`config.mk`:
```
export PLATFORM = sky130hd
export DESIGN_NAME = calendar_date_advance
export DESIGN_NICKNAME = d
export VERILOG_FILES = /design/src/cda_pkg.sv /design/src/cda_datapath.sv /design/src/cda_ctrl.sv /design/src/calendar_date_advance.sv
export SDC_FILE = /design/constraint.sdc
export NUM_CORES = 1
export LEC_CHECK = 0
export ABC_AREA = 1
export BUFFER_PORTS_ARGS = -buffer_cell sky130_fd_sc_hd__buf_2
export CAP_MARGIN = 20
export CORE_MARGIN = 2
export CORE_UTILIZATION = 34
export DETAILED_ROUTE_END_ITERATION = 7
export HOLD_SLACK_MARGIN = 0.1
export PLACE_DENSITY_LB_ADDON = 0.15
export SLEW_MARGIN = 10
export SYNTH_ARGS = -nofsm -noshare
export SYNTH_HDL_FRONTEND = slang
export SYNTH_HIERARCHICAL = 1
export SYNTH_SLANG_ARGS = --single-unit
export TNS_END_PERCENT = 10
```
`constraint.sdc`:
```
create_clock -name clk -period 11.4 [get_ports clk]
set_clock_uncertainty 0.05 [all_clocks]
set_input_delay 1.71 -clock clk [delete_from_list [all_inputs] [get_ports clk]]
set_output_delay 1.71 -clock clk [all_outputs]
set_load 0.02 [all_outputs]
```
`src/cda_pkg.sv`:
```
// Shared types, constants and calendar functions for the date advance block.
// Used by cda_ctrl, cda_datapath and calendar_date_advance.
// Has no dependencies.
`timescale 1ns / 1ps
`default_nettype none

package cda_pkg;

	// Width of the internal year register.
	localparam int YEAR_BITS = 16;
	localparam logic [YEAR_BITS-1:0] YEAR_MAX = '1;

	// Widths of the request and result fields.
	localparam int DAY_BITS = 5;
	localparam int MONTH_BITS = 4;
	localparam int LOAD_YEAR_BITS = 16;
	localparam int COUNT_BITS = 16;
	localparam int OUT_YEAR_BITS = 16;

	// The running day sum holds a day of up to 31 plus a full count.
	localparam int SUM_BITS = COUNT_BITS + 1;

	// Calendar constants.
	localparam logic [MONTH_BITS-1:0] MONTHS_PER_YEAR = MONTH_BITS'(12);
	localparam logic [MONTH_BITS-1:0] FEBRUARY = MONTH_BITS'(1);
	localparam logic [MONTH_BITS-1:0] DECEMBER = MONTH_BITS'(11);

	// Year modulo 400 is kept in a 9-bit register for the leap test.
	localparam int REM_BITS = 9;
	localparam logic [REM_BITS-1:0] CYCLE_LAST = REM_BITS'(399);
	localparam logic [REM_BITS-1:0] CENTURY_1 = REM_BITS'(100);
	localparam logic [REM_BITS-1:0] CENTURY_2 = REM_BITS'(200);
	localparam logic [REM_BITS-1:0] CENTURY_3 = REM_BITS'(300);

	// Year modulo 400: the year is 16 * hi + lo and 400 is 16 * 25, so only hi
	// is divided by 25, through a multiply by a rounded-up reciprocal.
	localparam int YMOD_LO_BITS = 4;
	localparam int YMOD_HI_BITS = YEAR_BITS - YMOD_LO_BITS;
	localparam int YMOD_Q_BITS = YMOD_HI_BITS - 4;
	localparam int YMOD_SHIFT = 33;
	localparam int YMOD_MULT_BITS = 29;
	localparam int YMOD_PROD_BITS = YMOD_HI_BITS + YMOD_MULT_BITS;
	localparam logic [4:0] YMOD_DIV = 5'd25;
	localparam logic [YMOD_MULT_BITS-1:0] YMOD_MULT = YMOD_MULT_BITS'(
		((64'd1 << YMOD_SHIFT) + 64'(YMOD_DIV) - 64'd1) / 64'(YMOD_DIV));

	// Count modulo 12: the count is 4 * hi + lo and 12 is 4 * 3, so only hi is
	// divided by 3, again through a reciprocal multiply.
	localparam int CMOD_LO_BITS = 2;
	localparam int CMOD_HI_BITS = COUNT_BITS - CMOD_LO_BITS;
	localparam int CMOD_Q_BITS = CMOD_HI_BITS - 1;
	localparam int CMOD_SHIFT = COUNT_BITS;
	localparam int CMOD_MULT_BITS = COUNT_BITS - 1;
	localparam int CMOD_PROD_BITS = CMOD_HI_BITS + CMOD_MULT_BITS;
	localparam logic [1:0] CMOD_DIV = 2'd3;
	localparam logic [CMOD_MULT_BITS-1:0] CMOD_MULT = CMOD_MULT_BITS'(
		((64'd1 << CMOD_SHIFT) + 64'(CMOD_DIV) - 64'd1) / 64'(CMOD_DIV));

	// Command codes.
	typedef enum logic [1:0] {
		CMD_LOAD       = 2'd0,
		CMD_ADD_DAYS   = 2'd1,
		CMD_ADD_MONTHS = 2'd2
	} cmd_t;

	// Controller states.
	typedef enum logic [2:0] {
		S_IDLE,
		S_REM,
		S_LOAD_FIN,
		S_MON_FIN,
		S_WALK,
		S_POST
	} state_t;

	// Commands from the controller to the datapath.
	typedef struct packed {
		logic capture;
		logic rem_step;
		logic load_fin;
		logic mon_fin;
		logic walk;
		logic post;
	} dp_cmd_t;

	// Status from the datapath to the controller.
	typedef struct packed {
		logic rem_for_year;
		logic walk_done;
	} dp_sts_t;

	// Gregorian leap test from the year taken modulo 400.
	function automatic logic leap_from_mod400(input logic [REM_BITS-1:0] ym);
		return (ym[1:0] == 2'b00) && (ym != CENTURY_1) && (ym != CENTURY_2) &&
			(ym != CENTURY_3);
	endfunction

	// Length of a month in days.
	function automatic logic [DAY_BITS-1:0] month_length(input logic [MONTH_BITS-1:0] m,
			input logic leap);
		logic [DAY_BITS-1:0] len;
		unique case (m)
			4'd1:    len = leap ? DAY_BITS'(29) : DAY_BITS'(28);
			4'd3, 4'd5, 4'd8, 4'd10: len = DAY_BITS'(30);
			default: len = DAY_BITS'(31);
		endcase
		return len;
	endfunction

endpackage

`default_nettype wire

```
`src/cda_datapath.sv`:
```
// Datapath of the date advance block: date registers, reciprocal remainder unit,
// month walker and result registers.
// Depends on cda_pkg.
`timescale 1ns / 1ps
`default_nettype none

module cda_datapath (
	input  wire logic                            clk,
	input  wire logic                            arst_n,
	input  wire cda_pkg::dp_cmd_t                cmd,
	output cda_pkg::dp_sts_t                     sts,
	input  wire logic [1:0]                      command,
	input  wire logic [cda_pkg::DAY_BITS-1:0]    load_day,
	input  wire logic [cda_pkg::MONTH_BITS-1:0]  load_month,
	input  wire logic [cda_pkg::LOAD_YEAR_BITS-1:0] load_year,
	input  wire logic [cda_pkg::COUNT_BITS-1:0]  count,
	output logic [cda_pkg::DAY_BITS-1:0]         day,
	output logic [cda_pkg::MONTH_BITS-1:0]       month,
	output logic [cda_pkg::OUT_YEAR_BITS-1:0]    year,
	output logic                                 year_overflow
);
	import cda_pkg::*;

	// Current date and the year modulo 400 kept alongside it.
	logic [DAY_BITS-1:0]   day_q;
	logic [MONTH_BITS-1:0] month_q;
	logic [YEAR_BITS-1:0]  year_q;
	logic [REM_BITS-1:0]   ymod_q;
	logic                  ovf_q;

	// Captured request fields.
	logic [DAY_BITS-1:0]   ld_day_q;
	logic [MONTH_BITS-1:0] ld_month_q;
	logic [YEAR_BITS-1:0]  ld_year_q;
	logic [COUNT_BITS-1:0] cnt_q;
	logic                  sel_year_q;

	// Registered quotients and the day sum.
	logic [YMOD_Q_BITS-1:0] year_quo_q;
	logic [CMOD_Q_BITS-1:0] cnt_quo_q;
	logic [SUM_BITS-1:0]    sum_q;

	// Result registers.
	logic [DAY_BITS-1:0]   day_out_q;
	logic [MONTH_BITS-1:0] month_out_q;
	logic [YEAR_BITS-1:0]  year_out_q;
	logic                  ovf_out_q;

	logic [YMOD_PROD_BITS-1:0] ymod_prod;
	logic [CMOD_PROD_BITS-1:0] cmod_prod;
	logic [YMOD_HI_BITS-1:0]   ymod_hi;
	logic [CMOD_HI_BITS-1:0]   cmod_hi;
	logic [REM_BITS-1:0]       ld_ymod;
	logic [MONTH_BITS-1:0]     cnt_mod;
	logic [DAY_BITS-1:0]       cur_len;
	logic                      walk_more;
	logic [MONTH_BITS-1:0]     ld_month_red;
	logic [DAY_BITS-1:0]       ld_len;
	logic [DAY_BITS-1:0]       ld_day_fix;
	logic [MONTH_BITS:0]       mon_sum;
	logic [MONTH_BITS:0]       mon_wrap;

	// Quotients by reciprocal multiplication: the year's upper bits by 25 and the
	// count's upper bits by 3.
	assign ymod_prod = YMOD_PROD_BITS'(ld_year_q[YEAR_BITS-1:YMOD_LO_BITS]) *
		YMOD_PROD_BITS'(YMOD_MULT);
	assign cmod_prod = CMOD_PROD_BITS'(cnt_q[COUNT_BITS-1:CMOD_LO_BITS]) *
		CMOD_PROD_BITS'(CMOD_MULT);

	// Remainders from the registered quotients: year modulo 400 and count modulo 12.
	always_comb begin
		ymod_hi = ld_year_q[YEAR_BITS-1:YMOD_LO_BITS] -
			YMOD_HI_BITS'(year_quo_q) * YMOD_HI_BITS'(YMOD_DIV);
		cmod_hi = cnt_q[COUNT_BITS-1:CMOD_LO_BITS] -
			CMOD_HI_BITS'(cnt_quo_q) * CMOD_HI_BITS'(CMOD_DIV);
		ld_ymod = {ymod_hi[4:0], ld_year_q[YMOD_LO_BITS-1:0]};
		cnt_mod = {cmod_hi[1:0], cnt_q[CMOD_LO_BITS-1:0]};
	end

	// Month walk: compare the running sum with the current month length.
	assign cur_len = month_length(month_q, leap_from_mod400(ymod_q));
	assign walk_more = sum_q > SUM_BITS'(cur_len);

	// Load: reduce the month and clamp the day into the loaded month.
	always_comb begin
		ld_month_red = (ld_month_q >= MONTHS_PER_YEAR) ? ld_month_q - MONTHS_PER_YEAR
			: ld_month_q;
		ld_len = month_length(ld_month_red, leap_from_mod400(ld_ymod));
		if (ld_day_q == '0) begin
			ld_day_fix = DAY_BITS'(1);
		end else if (ld_day_q > ld_len) begin
			ld_day_fix = ld_len;
		end else begin
			ld_day_fix = ld_day_q;
		end
	end

	// Add-months: the remainder of the count is below twelve.
	always_comb begin
		mon_sum = {1'b0, month_q} + {1'b0, cnt_mod};
		mon_wrap = (mon_sum >= {1'b0, MONTHS_PER_YEAR}) ? mon_sum - {1'b0, MONTHS_PER_YEAR}
			: mon_sum;
	end

	// Date state, cleared to the first of January of year zero.
	always_ff @(posedge clk or negedge arst_n) begin
		if (!arst_n) begin
			day_q <= DAY_BITS'(1);
			month_q <= '0;
			year_q <= '0;
			ymod_q <= '0;
			ovf_q <= 1'b0;
		end else begin
			if (cmd.capture) begin
				ovf_q <= 1'b0;
			end
			if (cmd.load_fin) begin
				day_q <= ld_day_fix;
				month_q <= ld_month_red;
				year_q <= ld_year_q;
				ymod_q <= ld_ymod;
			end
			if (cmd.mon_fin) begin
				month_q <= MONTH_BITS'(mon_wrap);
			end
			if (cmd.walk) begin
				if (walk_more) begin
					if (month_q == DECEMBER) begin
						month_q <= '0;
						if (year_q == YEAR_MAX) begin
							ovf_q <= 1'b1;
						end else begin
							year_q <= year_q + YEAR_BITS'(1);
							ymod_q <= (ymod_q == CYCLE_LAST) ? '0 : ymod_q + REM_BITS'(1);
						end
					end else begin
						month_q <= month_q + MONTH_BITS'(1);
					end
				end else begin
					day_q <= DAY_BITS'(sum_q);
				end
			end
		end
	end

	// Request capture, quotient registers and day sum.
	always_ff @(posedge clk) begin
		if (cmd.capture) begin
			ld_day_q <= load_day;
			ld_month_q <= load_month;
			ld_year_q <= YEAR_BITS'(load_year);
			cnt_q <= count;
			sel_year_q <= (command == CMD_LOAD);
			sum_q <= SUM_BITS'(day_q) + SUM_BITS'(count);
		end
		if (cmd.rem_step) begin
			year_quo_q <= ymod_prod[YMOD_PROD_BITS-1:YMOD_SHIFT];
			cnt_quo_q <= cmod_prod[CMOD_PROD_BITS-1:CMOD_SHIFT];
		end
		if (cmd.walk && walk_more) begin
			sum_q <= sum_q - SUM_BITS'(cur_len);
		end
	end

	// Result registers hold the posted date until it is taken.
	always_ff @(posedge clk) begin
		if (cmd.post) begin
			day_out_q <= day_q;
			month_out_q <= month_q;
			year_out_q <= year_q;
			ovf_out_q <= ovf_q;
		end
	end

	assign sts.rem_for_year = sel_year_q;
	assign sts.walk_done = !walk_more;

	assign day = day_out_q;
	assign month = month_out_q;
	assign year = OUT_YEAR_BITS'(year_out_q);
	assign year_overflow = ovf_out_q;

endmodule

`default_nettype wire

```
`src/cda_ctrl.sv`:
```
// Controller of the date advance block: sequences capture, remainder steps,
// month walk and result posting, and owns the handshakes.
// Depends on cda_pkg.
`timescale 1ns / 1ps
`default_nettype none

module cda_ctrl (
	input  wire logic             clk,
	input  wire logic             arst_n,
	input  wire logic             in_valid,
	output logic                  in_stall,
	input  wire logic [1:0]       command,
	output logic                  out_valid,
	input  wire logic             out_stall,
	output cda_pkg::dp_cmd_t      cmd,
	input  wire cda_pkg::dp_sts_t sts
);
	import cda_pkg::*;

	state_t state_q;
	state_t state_nxt;
	logic   out_valid_q;

	// State and result valid registers.
	always_ff @(posedge clk or negedge arst_n) begin
		if (!arst_n) begin
			state_q <= S_IDLE;
			out_valid_q <= 1'b0;
		end else begin
			state_q <= state_nxt;
			if (cmd.post) begin
				out_valid_q <= 1'b1;
			end else if (!out_stall) begin
				out_valid_q <= 1'b0;
			end
		end
	end

	// Next state and datapath commands.
	always_comb begin
		state_nxt = state_q;
		cmd = '0;
		unique case (state_q)
			S_IDLE: begin
				if (in_valid) begin
					cmd.capture = 1'b1;
					unique case (command)
						CMD_LOAD, CMD_ADD_MONTHS: state_nxt = S_REM;
						CMD_ADD_DAYS:             state_nxt = S_WALK;
						default:                  state_nxt = S_POST;
					endcase
				end
			end
			S_REM: begin
				cmd.rem_step = 1'b1;
				state_nxt = sts.rem_for_year ? S_LOAD_FIN : S_MON_FIN;
			end
			S_LOAD_FIN: begin
				cmd.load_fin = 1'b1;
				state_nxt = S_POST;
			end
			S_MON_FIN: begin
				cmd.mon_fin = 1'b1;
				state_nxt = S_POST;
			end
			S_WALK: begin
				cmd.walk = 1'b1;
				if (sts.walk_done) begin
					state_nxt = S_POST;
				end
			end
			S_POST: begin
				if (!out_valid_q || !out_stall) begin
					cmd.post = 1'b1;
					state_nxt = S_IDLE;
				end
			end
			default: state_nxt = S_IDLE;
		endcase
	end

	assign in_stall = (state_q != S_IDLE);
	assign out_valid = out_valid_q;

endmodule

`default_nettype wire

```
`src/calendar_date_advance.sv`:
```
// Calendar date register. Load and add-months pass through a remainder step (S_REM) and
// a finish step before posting; an unused command goes straight to posting; add-days walks.
// Load and add-months register a reciprocal-multiply quotient, then form the remainder;
// add-days is bounded by the month walker, which crosses one month per cycle.
// One request is in work at a time; posting waits while an earlier result is stalled.
// Reset (arst_n low, asynchronous) sets the date to day 1, January, year 0.
`timescale 1ns / 1ps
`default_nettype none

module calendar_date_advance (
	input  wire logic                            clk,
	input  wire logic                            arst_n,
	input  wire logic                            in_valid,
	output logic                                 in_stall,
	input  wire logic [1:0]                      command,
	input  wire logic [cda_pkg::DAY_BITS-1:0]    load_day,
	input  wire logic [cda_pkg::MONTH_BITS-1:0]  load_month,
	input  wire logic [cda_pkg::LOAD_YEAR_BITS-1:0] load_year,
	input  wire logic [cda_pkg::COUNT_BITS-1:0]  count,
	output logic                                 out_valid,
	input  wire logic                            out_stall,
	output logic [cda_pkg::DAY_BITS-1:0]         day,
	output logic [cda_pkg::MONTH_BITS-1:0]       month,
	output logic [cda_pkg::OUT_YEAR_BITS-1:0]    year,
	output logic                                 year_overflow
);
	import cda_pkg::*;

	dp_cmd_t dp_cmd;
	dp_sts_t dp_sts;

	// Controller.
	cda_ctrl u_ctrl (
		.clk       (clk),
		.arst_n    (arst_n),
		.in_valid  (in_valid),
		.in_stall  (in_stall),
		.command   (command),
		.out_valid (out_valid),
		.out_stall (out_stall),
		.cmd       (dp_cmd),
		.sts       (dp_sts)
	);

	// Datapath.
	cda_datapath u_dp (
		.clk           (clk),
		.arst_n        (arst_n),
		.cmd           (dp_cmd),
		.sts           (dp_sts),
		.command       (command),
		.load_day      (load_day),
		.load_month    (load_month),
		.load_year     (load_year),
		.count         (count),
		.day           (day),
		.month         (month),
		.year          (year),
		.year_overflow (year_overflow)
	);

	// A request that is taken leaves the input side busy in the next cycle.
	a_busy_after_accept: assert property (@(posedge clk) disable iff (!arst_n)
		(in_valid && !in_stall) |=> in_stall)
		else $error("input taken again right after a request");

	// A saturated result always carries the largest year.
	a_ovf_year: assert property (@(posedge clk) disable iff (!arst_n)
		(out_valid && year_overflow) |-> (year == OUT_YEAR_BITS'(YEAR_MAX)))
		else $error("overflow flag without saturated year");

	// A posted month is always reduced.
	a_month_range: assert property (@(posedge clk) disable iff (!arst_n)
		out_valid |-> (month < MONTHS_PER_YEAR))
		else $error("result month out of range");

	// A posted day is never zero.
	a_day_nonzero: assert property (@(posedge clk) disable iff (!arst_n)
		out_valid |-> (day != '0))
		else $error("result day is zero");

endmodule

`default_nettype wire

```
# ---- Word-level counts from Yosys, hierarchy flattened
# Index checks and enable logic that the tools add are counted.
# Widths: inputs -> output; s select.
dict set report word_totals {
  ff_bits 145
  input_bits 47
  output_inout_bits 28
  word_cells 139
}
dict set report classes {
  add_sub_neg 10
  multipliers 4
  order_cmp 4
  eq_ne 30
  muxes 50
  n_reduce_logical 22
}
# cell n
set ops {}
lappend ops {{$mux 16} 5}
lappend ops {{$mux 9} 6}
lappend ops {{$mul 12x26->38 const B} 1}
lappend ops {{$mux 17} 2}
lappend ops {{$mul 14x14->28 const B} 1}
lappend ops {{$mux 4} 7}
lappend ops {{$mux 5} 5}
lappend ops {{$eq 4x4->1 const B} 5}
lappend ops {{$pmux 5 s2} 2}
lappend ops {{$mux 1} 18}
lappend ops {{$ne 9x7->1 const B} 2}
lappend ops {{$ne 9x8->1 const B} 2}
lappend ops {{$ne 9x9->1 const B} 2}
lappend ops {{$add 5x16->17} 1}
lappend ops {{$gt 17x5->1} 1}
lappend ops {{$sub 17x5->17} 1}
lappend ops {{$add 16x1->16 const B} 1}
lappend ops {{$eq 16x16->1 const B} 1}
lappend ops {{$pmux 3 s5} 1}
lappend ops {{$mul 13x2->2 const B} 1}
lappend ops {{$add 9x1->9 const B} 1}
lappend ops {{$eq 9x9->1 const B} 1}
lappend ops {{$mux 3} 3}
lappend ops {{$eq 4x1->1 const B} 2}
lappend ops {{other kinds (30)} 48}

# ---- Depth between registers and ports, before layout
dict set report logic_depth {
  word_depth 14
  depth_mapped 25
  mapped_depth_nobuf 25
}

# ---- Hierarchy
# The synthesis kept the hierarchy.
# module n_inst cells_per_inst area_each_um2 seq_area_each_um2
set by_module_without_submodules {}
lappend by_module_without_submodules {cda_datapath 1 1406 13002.5 3639.7}
lappend by_module_without_submodules {cda_ctrl 1 45 295.3 100.1}

# ---- Least setup slack after synthesis
# No wires, ideal clock.
dict set report synth_timing {
  path_kind {reg-to-reg}
  start {register u_dp.ld_year_q[14]}
  end {register u_dp.year_quo_q[4] (data pin)}
  setup_ps 261
  t_arrival_ps 4500
  t_required_ps 11089
  setup_slack_ps 6589
  stages_incl_launch_ff 18
  path_buffers 0
  period_less_slack_ps 4811
  cell_sequence {edfxtp_1 -> fa_1 -> inv_1 -> fa_1 -> inv_1 -> fa_1 -> fa_1 -> inv_1 -> fa_1 -> inv_1 -> ha_1 -> a21oi_1 -> o21ai_0 -> a21boi_0 -> o21ai_0 -> a21oi_1 -> nand2_1 -> xor2_1}
}
dict set report synth_between {
  elab_chain_cells 1
}
# element line_no
set synth_lines {}
lappend synth_lines {{from (decl)} cda_datapath.sv:34} ;# logic [YEAR_BITS-1:0] ld_year_q;
lappend synth_lines {{from (signal assigned)} cda_datapath.sv:151} ;# ld_year_q <= YEAR_BITS'(load_year);
lappend synth_lines {{$mul 12x26->38} cda_datapath.sv:65} ;# assign ymod_prod = YMOD_PROD_BITS'(ld_year_q[YEAR_BITS-1:YMOD_LO_BITS]) *
lappend synth_lines {{net u_dp.ymod_prod[37]} cda_datapath.sv:49} ;# logic [YMOD_PROD_BITS-1:0] ymod_prod;
lappend synth_lines {{to (signal assigned)} cda_datapath.sv:157} ;# year_quo_q <= ymod_prod[YMOD_PROD_BITS-1:YMOD_SHIFT];
lappend synth_lines {{to (decl)} cda_datapath.sv:39} ;# logic [YMOD_Q_BITS-1:0] year_quo_q;
# The timed path passes the listed nets, and every way through them passes these cells.
# A chain may end at the register's enable or synchronous reset.

# ---- Worst setup path in the final report
# Ends and elaborated chain as after synthesis.

==> flow_summary.yaml <==
synth:
  syn_inst: 1451
  yosysSeqAreaShare: 0.281
  yosysWarnings: 6
  synth_seq_cells: 131
  async_reset_ff_frac: 0.298
  synth_edf_count: 92
  synthDistinctLibCells: 52
  synth_ff_type: "edfxtp_1"
  syn-num-nets: 1803
  syn_avg_cell_area_um2: 9.16
  syn-cell-area_um2: 13300
final_layout:
  final_cell_mix: "inv_1, nand2_1, ha_1"
  nets: 1884
  mostFrequentLayoutCell: "inv_1"
  finish.utilization: 0.385
  num_antenna_cells: 0
  layout-drive-gt1-share: 0.103
  nFillCells: 3904
  multiInputGateArea_um2: 8230
  seqCellArea_um2: 3740
  syn2layout_area_growth_pct: 12.0
timing:
  slew_violations: 0
  fin_tns_setup_ns: 0
  max_slew.worst_pin.slew_ns: 0.997
  min_period_over_period: 0.460
  max_freq_mhz: 191
  setup_viol: 0
  hold_violations: 0
  slew_headroom: 0.334
  period_minus_slack_ns: 5.24
  rsz0062_at_grt: "no"
clock_tree:
  clk_pin_slew_ns: 0.06
  clk_path_buf_depth: 2
  postCtsSetupRepairBufs: 0
  cts-root-buf: "clkbuf_16"
  clock-sinks: 131
  cts_resized: 0
  clk_latency_ns: 0.43
  h-tree-depth: 4
  cts_hold_buf: 0
  cts_tree: "yes"
  cts_made_buffers: 17
grt:
  grt_pass1_wl_mm: 53.2
  grt_max_degree: 44
  grtUsageTotal: 0.167
  antenna_found_initial: 0
  grt_pass1_vias: 9901
  grt-ovfl-total: 0
routing:
  via_count: 9629
  postRouteAntennaNets: 0
  drc: 0
  detail_route.vias_per_cell: 4.67
  drtIter0Drc: 421
  dr.pass1.iters: 4
  wl_per_cell_um: 15.7
  drt_wl_total_mm: 32.4
worst_setup_path:
  startpoint: "u_dp/ld_year_q[14]"
  timing.rr.end: "u_dp/year_quo_q[4]"
  cp.required_ns: 11.51
  cp-end-kind: "flip-flop"
  r2r_setup_slack_ns: 6.16
  start_kind: "flip-flop"
  r2r-start: "u_dp/ld_year_q[14]"
  critPathMaxFanout: 8
  reg2reg_depth: 17
  cp-endpoint: "u_dp/year_quo_q[4]"
  cp.arrival_ns: 5.35
  path_class: "reg -> reg"
run:
  cap_violations: 0
die:
  rows: 72
  start_util: 0.344
  die_w_um: 202
  dieArea_um2: 40700
  ioPinCount: 75
  die_y_um: 202
  core_um2: 38600
outcome:
  outcome: "finished, final reports clean"
place:
  io_buffer_count: 74
  gp_congestion: 0.878
  dp_hpwl_mm: 26.9
min_path:
  hold_path_class: "reg -> reg"
  holdPathStages: 0
## state kept, by name, indices dropped and copies added, names as in the netlist, 9 cells and up
| register | count |
|---|---|
| u_dp/sum_q | 17 |
| u_dp/cnt_q | 16 |
| u_dp/ld_year_q | 16 |
| u_dp/year | 16 |
| u_dp/year_q | 16 |
| u_dp/ymod_q | 9 |
## critical path: stages (launching register included)
cell and delay (ns):
edfxtp_1 0.57, fa_1 0.69, inv_1 0.09, fa_1 0.50, inv_1 0.05, fa_1 0.51, fa_1 0.54, inv_1 0.05
fa_1 0.53, inv_1 0.05, ha_1 0.35, a21oi_1 0.15, o21ai_0 0.12, a21boi_0 0.24, o21ai_0 0.12, a21oi_1 0.14
nand2_1 0.08, xor2_1 0.14
## layout make-up
| cell class | instances | share of cell area |
|---|---|---|
| clock buffer | 17 | 0.0286 |
| inverter | 335 | 0.0846 |
| sequential | 131 | 0.251 |
| tap | 518 | 0.0435 |
| multi-input combinational | 969 | 0.552 |
| timing repair buffer | 78 | 0.0277 |
| clock inverter | 15 | 0.0123 |
## routing by layer
metal,global-route usage,share of wire
met5,0,0
met4,0.0433,0.017
met3,0.0238,0.025
met2,0.270,0.46
met1,0.236,0.50
## cell families after synthesis
logic type,after synthesis,synth area share
and+or+nand+nor,417,0.137
buffers and inverters,351,0.102
adders and majority gates,305,0.354
AOI/OAI and AO/OA,185,0.0841
DFF,131,0.281
xor gates and xnor gates,60,0.0395
muxes,2,0.00151
## synth_stat cells, types with 4 or more instances
master	instances	area, µm²
fa_1	119	2380
o211ai_1	7	52.6
nand3_2	5	50.1
a21oi_1	64	320
a31oi_1	8	50.1
a21oi_2	8	70.1
a211oi_1	4	30.0
nand3_1	55	275
nor2_2	4	25.0
o21ai_2	12	105
nand3b_1	5	37.5
nor3_1	29	145
clkbuf_1	8	30.0
or2_2	4	25.0
nand4_1	10	62.6
edfxtp_1	92	2760
o21a_1	4	30.0
nor2_1	79	297
dfrtp_1	38	951
inv_1	332	1250
o21ai_0	55	275
xnor2_1	17	149
ha_1	186	2330
xor2_1	43	377
nand2_1	214	803
## worst min-delay path by stage
stage                           from                 end  slack, ns
after floorplan           u_dp/ovf_q  u_dp/year_overflow       0.38
after global placement    u_dp/ovf_q  u_dp/year_overflow       0.38
after detailed placement  u_dp/ovf_q  u_dp/year_overflow       0.38
after CTS                 u_dp/ovf_q  u_dp/year_overflow       0.40
after global routing      u_dp/ovf_q  u_dp/year_overflow       0.43
final                     u_dp/ovf_q  u_dp/year_overflow       0.40
## per-stage QoR
stage | setup slack (ns) | instance area [µm²] | instances | hold slack, ns
2_1_floorplan | 6.59 | 13300 | 1451 | 0.375
3_3_place_gp | 6.27 | 14300 | 2030 | 0.378
3_5_place_dp | 6.20 | 14300 | 2030 | 0.382
4_1_cts | 6.19 | 14900 | 2062 | 0.395
5_1_grt | 5.83 | 14900 | 2063 | 0.427
6_report | 6.16 | 14900 | 2063 | 0.397
Power is left out: the tool's default activity adds up to more than one toggle a clock period on the data nets, which glitch-free logic cannot reach.
